--- config.mk ---
export PLATFORM = sky130hd
export DESIGN_NAME = servo_status_packet_parser
export DESIGN_NICKNAME = d
export VERILOG_FILES = /design/src/rtl/sspp_pkg.sv /design/src/rtl/sspp_front.sv /design/src/rtl/sspp_queue.sv /design/src/rtl/sspp_back.sv /design/src/rtl/servo_status_packet_parser.sv
export SDC_FILE = /design/constraint.sdc
export NUM_CORES = 1
export LEC_CHECK = 0
export BUFFER_PORTS_ARGS = -buffer_cell sky130_fd_sc_hd__buf_2
export CELL_PAD_IN_SITES_DETAIL_PLACEMENT = 1
export CELL_PAD_IN_SITES_GLOBAL_PLACEMENT = 2
export CORE_AREA = 2 2 149 151
export CTS_BUF_LIST = sky130_fd_sc_hd__clkbuf_16
export DETAILED_ROUTE_END_ITERATION = 12
export DIE_AREA = 0 0 151 153
export PLACE_DENSITY = 0.64
export SKIP_CTS_REPAIR_TIMING = 1
export SLEW_MARGIN = 20
export SYNTH_ARGS = -nofsm -noshare
export SYNTH_HDL_FRONTEND = slang
export SYNTH_SLANG_ARGS = --single-unit
--- constraint.sdc ---
create_clock -name clk -period 8.3 [get_ports clk]
set_clock_uncertainty 0.2 [all_clocks]
set_input_delay 0.415 -clock clk [delete_from_list [all_inputs] [get_ports clk]]
set_output_delay 0.415 -clock clk [all_outputs]
set_load 0.02 [all_outputs]
--- src/rtl/sspp_pkg.sv ---
// ----------------------------------------------------------------------------
// Servo status packet parser package
// Shared types, codes and constants for the status packet parser.
// ----------------------------------------------------------------------------
package sspp_pkg;

    localparam int MAX_LENGTH = 20;
    localparam int MIN_LENGTH = 4;
    localparam logic [7:0] HDR_BYTE = 8'hFF;
    localparam int BODY_LEN_W = 5;
    localparam int QUEUE_DEPTH = 2;
    localparam int QUEUE_PTR_W = $clog2(QUEUE_DEPTH);
    localparam int QUEUE_CNT_W = $clog2(QUEUE_DEPTH + 1);
    localparam int APB_ADDR_W = 3;
    localparam logic ADDR_SERVO_ID = 1'b0;
    localparam logic [7:0] SERVO_ID_RESET = 8'd1;

    typedef enum logic [1:0] {
        ST_OK       = 2'd0,
        ST_CHECKSUM = 2'd1,
        ST_LENGTH   = 2'd2
    } status_t;

    typedef enum logic [4:0] {
        PH_HUNT1 = 5'b00001,
        PH_HUNT2 = 5'b00010,
        PH_ID    = 5'b00100,
        PH_LEN   = 5'b01000,
        PH_BODY  = 5'b10000
    } phase_t;

    typedef struct packed {
        logic [15:0] position;
        logic [7:0]  fault_byte;
        status_t     status;
    } result_t;

    typedef struct packed {
        logic                   full;
        logic                   empty;
        logic [QUEUE_CNT_W-1:0] count;
    } queue_status_t;

endpackage

--- src/rtl/sspp_front.sv ---
// ----------------------------------------------------------------------------
// Status packet parser front end
// Takes received bytes, tracks the packet framing and sum, and pushes results.
// ----------------------------------------------------------------------------
module sspp_front
    import sspp_pkg::*;
(
    input  logic        clk,
    input  logic        rst_n,
    input  logic        accept,
    input  logic [7:0]  rx_byte,
    input  logic [7:0]  servo_id,
    output logic        push,
    output result_t     result
);

    phase_t                phase_reg, phase_next;
    logic [BODY_LEN_W-1:0] body_length_reg, body_length_next;
    logic [BODY_LEN_W-1:0] body_count_reg, body_count_next;
    logic [7:0]            running_sum_reg, running_sum_next;
    logic [7:0]            fault_hold_reg, fault_hold_next;
    logic [7:0]            position_low_reg, position_low_next;
    logic [7:0]            position_high_reg, position_high_next;
    logic [BODY_LEN_W:0]   count_inc;

    assign count_inc = {1'b0, body_count_reg} + {{BODY_LEN_W{1'b0}}, 1'b1};

    always_comb
    begin
        phase_next         = phase_reg;
        body_length_next   = body_length_reg;
        body_count_next    = body_count_reg;
        running_sum_next   = running_sum_reg;
        fault_hold_next    = fault_hold_reg;
        position_low_next  = position_low_reg;
        position_high_next = position_high_reg;
        push               = 1'b0;
        result.position    = 16'd0;
        result.fault_byte  = 8'd0;
        result.status      = ST_OK;
        if (accept)
        begin
            unique case (phase_reg)
                PH_HUNT2:
                begin
                    phase_next = (rx_byte == HDR_BYTE) ? PH_ID : PH_HUNT1;
                end
                PH_ID:
                begin
                    if (rx_byte == servo_id)
                    begin
                        running_sum_next = rx_byte;
                        phase_next       = PH_LEN;
                    end
                    else
                    begin
                        phase_next = PH_HUNT1;
                    end
                end
                PH_LEN:
                begin
                    if ((rx_byte < 8'(MIN_LENGTH)) || (rx_byte > 8'(MAX_LENGTH)))
                    begin
                        phase_next    = PH_HUNT1;
                        push          = 1'b1;
                        result.status = ST_LENGTH;
                    end
                    else
                    begin
                        body_length_next   = rx_byte[BODY_LEN_W-1:0];
                        body_count_next    = '0;
                        running_sum_next   = running_sum_reg + rx_byte;
                        fault_hold_next    = 8'd0;
                        position_low_next  = 8'd0;
                        position_high_next = 8'd0;
                        phase_next         = PH_BODY;
                    end
                end
                PH_BODY:
                begin
                    if (count_inc >= {1'b0, body_length_reg})
                    begin
                        phase_next = PH_HUNT1;
                        push       = 1'b1;
                        if (rx_byte == ~running_sum_reg)
                        begin
                            result.position   = {position_high_reg, position_low_reg};
                            result.fault_byte = fault_hold_reg;
                            result.status     = ST_OK;
                        end
                        else
                        begin
                            result.status = ST_CHECKSUM;
                        end
                    end
                    else
                    begin
                        case (body_count_reg)
                            BODY_LEN_W'(0): fault_hold_next    = rx_byte;
                            BODY_LEN_W'(1): position_low_next  = rx_byte;
                            BODY_LEN_W'(2): position_high_next = rx_byte;
                            default: ;
                        endcase
                        running_sum_next = running_sum_reg + rx_byte;
                        body_count_next  = count_inc[BODY_LEN_W-1:0];
                    end
                end
                default:
                begin
                    phase_next = (rx_byte == HDR_BYTE) ? PH_HUNT2 : PH_HUNT1;
                end
            endcase
        end
    end

    always_ff @(posedge clk or negedge rst_n)
    begin
        if (!rst_n)
        begin
            phase_reg         <= PH_HUNT1;
            body_length_reg   <= '0;
            body_count_reg    <= '0;
            running_sum_reg   <= 8'd0;
            fault_hold_reg    <= 8'd0;
            position_low_reg  <= 8'd0;
            position_high_reg <= 8'd0;
        end
        else
        begin
            phase_reg         <= phase_next;
            body_length_reg   <= body_length_next;
            body_count_reg    <= body_count_next;
            running_sum_reg   <= running_sum_next;
            fault_hold_reg    <= fault_hold_next;
            position_low_reg  <= position_low_next;
            position_high_reg <= position_high_next;
        end
    end

endmodule

--- src/rtl/sspp_queue.sv ---
// ----------------------------------------------------------------------------
// Status packet parser result queue
// Short first-in first-out queue of results between the front and back ends.
// ----------------------------------------------------------------------------
module sspp_queue
    import sspp_pkg::*;
(
    input  logic          clk,
    input  logic          rst_n,
    input  logic          push,
    input  result_t       push_data,
    input  logic          pop,
    output result_t       head,
    output queue_status_t qstat
);

    result_t                entry_reg [QUEUE_DEPTH];
    logic [QUEUE_PTR_W-1:0] wr_ptr_reg, wr_ptr_next;
    logic [QUEUE_PTR_W-1:0] rd_ptr_reg, rd_ptr_next;
    logic [QUEUE_CNT_W-1:0] count_reg, count_next;
    logic                   do_push;
    logic                   do_pop;

    assign do_push = push && !qstat.full;
    assign do_pop  = pop && !qstat.empty;

    assign qstat.full  = (count_reg == QUEUE_CNT_W'(QUEUE_DEPTH));
    assign qstat.empty = (count_reg == '0);
    assign qstat.count = count_reg;
    assign head        = entry_reg[rd_ptr_reg];

    always_comb
    begin
        wr_ptr_next = wr_ptr_reg;
        rd_ptr_next = rd_ptr_reg;
        count_next  = count_reg;
        if (do_push)
        begin
            wr_ptr_next = (wr_ptr_reg == QUEUE_PTR_W'(QUEUE_DEPTH - 1)) ? '0
                        : wr_ptr_reg + QUEUE_PTR_W'(1);
        end
        if (do_pop)
        begin
            rd_ptr_next = (rd_ptr_reg == QUEUE_PTR_W'(QUEUE_DEPTH - 1)) ? '0
                        : rd_ptr_reg + QUEUE_PTR_W'(1);
        end
        if (do_push && !do_pop)
        begin
            count_next = count_reg + QUEUE_CNT_W'(1);
        end
        else if (do_pop && !do_push)
        begin
            count_next = count_reg - QUEUE_CNT_W'(1);
        end
    end

    always_ff @(posedge clk)
    begin
        if (do_push)
        begin
            entry_reg[wr_ptr_reg] <= push_data;
        end
    end

    always_ff @(posedge clk or negedge rst_n)
    begin
        if (!rst_n)
        begin
            wr_ptr_reg <= '0;
            rd_ptr_reg <= '0;
            count_reg  <= '0;
        end
        else
        begin
            wr_ptr_reg <= wr_ptr_next;
            rd_ptr_reg <= rd_ptr_next;
            count_reg  <= count_next;
        end
    end

endmodule

--- src/rtl/sspp_back.sv ---
// ----------------------------------------------------------------------------
// Status packet parser back end
// Output register that presents queued results to the receiver.
// ----------------------------------------------------------------------------
module sspp_back
    import sspp_pkg::*;
(
    input  logic        clk,
    input  logic        rst_n,
    input  logic        q_empty,
    input  result_t     q_head,
    output logic        q_pop,
    output logic        out_valid,
    input  logic        out_ready,
    output logic [15:0] position,
    output logic [7:0]  fault_byte,
    output logic [1:0]  status
);

    logic    valid_reg, valid_next;
    result_t data_reg;

    assign q_pop      = !q_empty && (!valid_reg || out_ready);
    assign valid_next = q_pop || (valid_reg && !out_ready);

    always_ff @(posedge clk or negedge rst_n)
    begin
        if (!rst_n)
        begin
            valid_reg <= 1'b0;
        end
        else
        begin
            valid_reg <= valid_next;
        end
    end

    always_ff @(posedge clk)
    begin
        if (q_pop)
        begin
            data_reg <= q_head;
        end
    end

    assign out_valid  = valid_reg;
    assign position   = data_reg.position;
    assign fault_byte = data_reg.fault_byte;
    assign status     = data_reg.status;

endmodule

--- src/rtl/servo_status_packet_parser.sv ---
// ----------------------------------------------------------------------------
// Servo status packet parser
// Frames protocol 1 status packets from a byte stream and reports their fields.
// ----------------------------------------------------------------------------
// Received bus bytes enter on the input channel (rx_byte, in_valid, in_ready),
// one transfer per byte. The parser looks for two 0xFF header bytes, the
// configured servo id and a length byte, then sums the body and checks the
// inverted checksum. Each complete packet, and each bad length byte, gives one
// transfer on the output channel (position, fault_byte, status, out_valid,
// out_ready). A byte may be taken in every cycle; the front end updates its
// state on each accepted byte. A result reaches the outputs through a two-entry
// queue and then an output register. While the receiver stalls, results collect
// in the queue; once the queue is full, in_ready falls until the output register
// drains. The servo id register is written and read through the APB port at
// address zero. Reset returns the parser to the header hunt, empties the queue
// and sets the servo id to one.
// ----------------------------------------------------------------------------
module servo_status_packet_parser
    import sspp_pkg::*;
(
    input  logic                  clk,
    input  logic                  rst_n,
    input  logic                  psel,
    input  logic                  penable,
    input  logic                  pwrite,
    input  logic [APB_ADDR_W-1:0] paddr,
    input  logic [31:0]           pwdata,
    output logic [31:0]           prdata,
    output logic                  pready,
    input  logic [7:0]            rx_byte,
    input  logic                  in_valid,
    output logic                  in_ready,
    output logic [15:0]           position,
    output logic [7:0]            fault_byte,
    output logic [1:0]            status,
    output logic                  out_valid,
    input  logic                  out_ready
);

    logic [7:0]    servo_id_reg;
    logic          cfg_write;
    logic          accept;
    logic          push;
    result_t       push_data;
    logic          q_pop;
    result_t       q_head;
    queue_status_t qstat;

    assign pready    = 1'b1;
    assign cfg_write = psel && penable && pwrite && (paddr[APB_ADDR_W-1] == ADDR_SERVO_ID);
    assign prdata    = (paddr[APB_ADDR_W-1] == ADDR_SERVO_ID) ? {24'd0, servo_id_reg} : 32'd0;

    always_ff @(posedge clk or negedge rst_n)
    begin
        if (!rst_n)
        begin
            servo_id_reg <= SERVO_ID_RESET;
        end
        else if (cfg_write)
        begin
            servo_id_reg <= pwdata[7:0];
        end
    end

    assign in_ready = !qstat.full;
    assign accept   = in_valid && in_ready;

    sspp_front u_front (
        .clk      (clk),
        .rst_n    (rst_n),
        .accept   (accept),
        .rx_byte  (rx_byte),
        .servo_id (servo_id_reg),
        .push     (push),
        .result   (push_data)
    );

    sspp_queue u_queue (
        .clk       (clk),
        .rst_n     (rst_n),
        .push      (push),
        .push_data (push_data),
        .pop       (q_pop),
        .head      (q_head),
        .qstat     (qstat)
    );

    sspp_back u_back (
        .clk        (clk),
        .rst_n      (rst_n),
        .q_empty    (qstat.empty),
        .q_head     (q_head),
        .q_pop      (q_pop),
        .out_valid  (out_valid),
        .out_ready  (out_ready),
        .position   (position),
        .fault_byte (fault_byte),
        .status     (status)
    );

    assert property (@(posedge clk) disable iff (!rst_n)
        qstat.count <= QUEUE_CNT_W'(QUEUE_DEPTH))
        else $error("Result queue holds more entries than its depth.");

    assert property (@(posedge clk) disable iff (!rst_n)
        push |-> !qstat.full)
        else $error("Result pushed while the queue is full.");

    assert property (@(posedge clk) disable iff (!rst_n)
        (out_valid && (status != ST_OK)) |-> ((position == 16'd0) && (fault_byte == 8'd0)))
        else $error("Failed result carries non-zero fields.");

    assert property (@(posedge clk) disable iff (!rst_n)
        out_valid |-> ((status == ST_OK) || (status == ST_CHECKSUM) || (status == ST_LENGTH)))
        else $error("Result carries an undefined status code.");

endmodule
==> metrics <==
status=finished with violations; failing checks=negative hold slack; power per cell area=272 nW/um^2; n_diodes=0; fillers=2353; htree depth=4; post-route ant nets=0; DR iter-0 viols=153; post-DP HPWL=9310 um; first-pass GRT wire length=22700 um; register area share after synthesis=about three fifths; Area growth, synth to finish=17.2%; FF-to-FF Start=u_front.body_count_reg[0]; Placed Area=6870 sq um; minimum clock period=3.76 ns; vias per cell=4.56; fraction of layout cells with a size suffix above 1=26.5%; FF-to-FF setup slack=around 4.5 ns; Reg-to-Reg End=u_queue.entry_reg[0][9]; Die Span Y=around 150 um; Max IR drop VDD=0.130 mV; Detailed Route WL=~14000 um; core area=21500 sq um; Yosys top cell by area=edfxtp_1; Leak=2.98 nW; initial core utilization=29.6%; Clock Sinks=around 140; EDFF count, synth=between 70 and 80; Worst-Margin Slew=roughly 1.1 ns; register area=3850 sq um; Final TNS setup=0 ns; unrepaired setup endpoints after global routing=false; FMAX=266 MHz; synth unique cells=56; drt drc=0; Root Driver=clkbuf_16; Die W=~150 um; total number of vias=3855; Synth top area share=between 30% and 40%; Worst Path Required=8.18 ns; Site Rows=54; CP Capture Type=register; vias in the first global route=4092; Tightest Hold Check Type=input port to asynchronous set/reset pin; crit path launch type=register; setup violators final=0; Num CTS Buffers=17; max-slew violation total from the final report=0; Final #Nets=620; WL/cell=16.4 um; CP arrival=about 3.6 ns; CP max FO=26; largest net degree at the start of global routing=61; final instance area=7450 sq um; register bit total from synthesis=138; FF-to-FF path depth=10; Synth Flop Type=edfxtp_1; Synth async-reset ratio=43.5%; Avg Inst Size Synth=13.0 sq um; Area contributors post-synth=edfxtp_1 37%, dfrtp_1 23%, mux2_2 6.9%, o2bb2ai_1 3.4%, ha_1 3.3%; drt pass-1 iters=4; input/output buffers=59; final hold viol count=31; global-route usage over all layers=13.0%; relative slew slack=between 20% and 30%; max cap viols=0; multi-input logic area=roughly 2300 sq um; CTS tree=yes; Skew-Pair Late Insertion Delay=0.42 ns; Longest Clk Path Bufs=2; max reg flops=between 50 and 60; period utilization=45.3%; synthesized area=6350 sq um; Clock transition at path regs=0.07 ns; global placement routability congestion=0.722; final hold slack=-0.0389 ns; die area=23100 sq um; post-synthesis instance total=487; critical path type=register to register; Top Ports=approximately 110; YS warnings=0; total power=2.03 mW; initial antenna violation count=0; GRT Residual Overflow=0
[cell usage after synthesis (all sizes together) (4+ instances only)]
| master | n |
|---|---|
| o21ai | 22 |
| o21a | 4 |
| inv | 21 |
| buf | 28 |
| nand4 | 7 |
| nor2b | 10 |
| mux2i | 5 |
| dfrtp | 58 |
| o2bb2ai | 25 |
| nor2 | 12 |
| edfxtp | 78 |
| a21oi | 11 |
| xor2 | 6 |
| nand2b | 7 |
| nand2 | 32 |
| clkbuf | 13 |
| xnor2 | 14 |
| nand3 | 5 |
| and2 | 26 |
| mux2 | 39 |
| ha | 17 |
| nor4 | 4 |
[layer usage]
layer / track usage, % / vias up / wire, um
met5: 0 / - / 0
met4: 3.87 / 0 / 157
met3: 3.52 / 9 / 416
met2: 22.0 / 61 / 7090
met1: 16.3 / 1927 / 6210
li1: - / 1858 / -
[cell families (layout without fill, tap and decap cells)]
kind of cell               Yosys count  in the layout  synth area share, %
muxes                               44             44                 7.70
adders and majority gates           18             18                 3.66
xor gates and xnor gates            20             20                 2.76
AOI/OAI and AO/OA                   87             87                 9.98
DFF                                138            138                 60.5
other                                2             25                0.118
buffers and inverters               62            117                 5.22
and+or+nand+nor                    116            116                 10.0
[critical path: stages (launching register included)]
cell	delay, ns
dfrtp_1	0.50
ha_1	0.28
nand3_1	0.11
xnor2_1	0.17
ha_1	0.31
nand3_1	0.08
o21ai_1	0.49
o21ai_2	0.24
a21oi_1	0.44
nor2b_2	0.21
buf_4	0.36
[worst max-delay path by stage]
stage	slack [ns]	end	cells after the start	from
after floorplan	4.42	u_queue.entry_reg[0][0]	9	u_front.body_count_reg[0]
after global placement	4.57	u_queue.entry_reg[0][4]	10	u_front.body_count_reg[0]
after detailed placement	4.49	u_queue.entry_reg[0][9]	10	u_front.body_count_reg[0]
after CTS	4.48	u_queue.entry_reg[0][25]	10	u_front.body_count_reg[0]
after global routing	4.22	u_queue.entry_reg[0][9]	10	u_front.body_count_reg[0]
final	4.54	u_queue.entry_reg[0][9]	10	u_front.body_count_reg[0]
[power breakdown]
part	internal [mW]	total [mW]	switching, mW
combinational	0.166	0.393	0.228
sequential	0.839	0.906	0.0669
clock	0.399	0.727	0.327
total	1.40	2.03	0.622
[layout by cell type (no fill, tap or decap), types with 3 or more instances in the layout]
cell type  instances
nor2b_1            9
mux2_2            39
ha_1              17
nor2_1            12
nand4_1            7
a21oi_1           11
inv_6              6
o211ai_1           3
nand3_1            5
nand2_1           29
nor4_1             3
o2bb2ai_1         25
nand2_2            3
a21o_1             3
dfrtp_1           57
inv_8              5
edfxtp_1          78
o21a_1             4
conb_1            25
clkbuf_16         17
xor2_1             6
o21ai_0           17
o21ai_1            4
mux2i_1            5
nand2b_1           7
buf_4              4
inv_1             20
buf_2             59
or2_2              3
and2_1            26
xnor2_1           14
[stage by stage]
stage	utilization, %	cells	setup WS [ns]
after floorplan	-	510	4.42
after global placement	32.0	812	4.57
after detailed placement	32.0	812	4.49
after CTS	34.6	844	4.48
after global routing	34.7	845	4.22
final	34.7	845	4.54
[cell type report]
class	count	area share, %
clock buffer	17	5.71
clock inverter	15	1.95
inverter	21	1.06
multi-input combinational	310	30.4
sequential	138	51.7
tap	280	4.70
timing repair buffer	64	4.50
(Power assumes the default switching activity.)
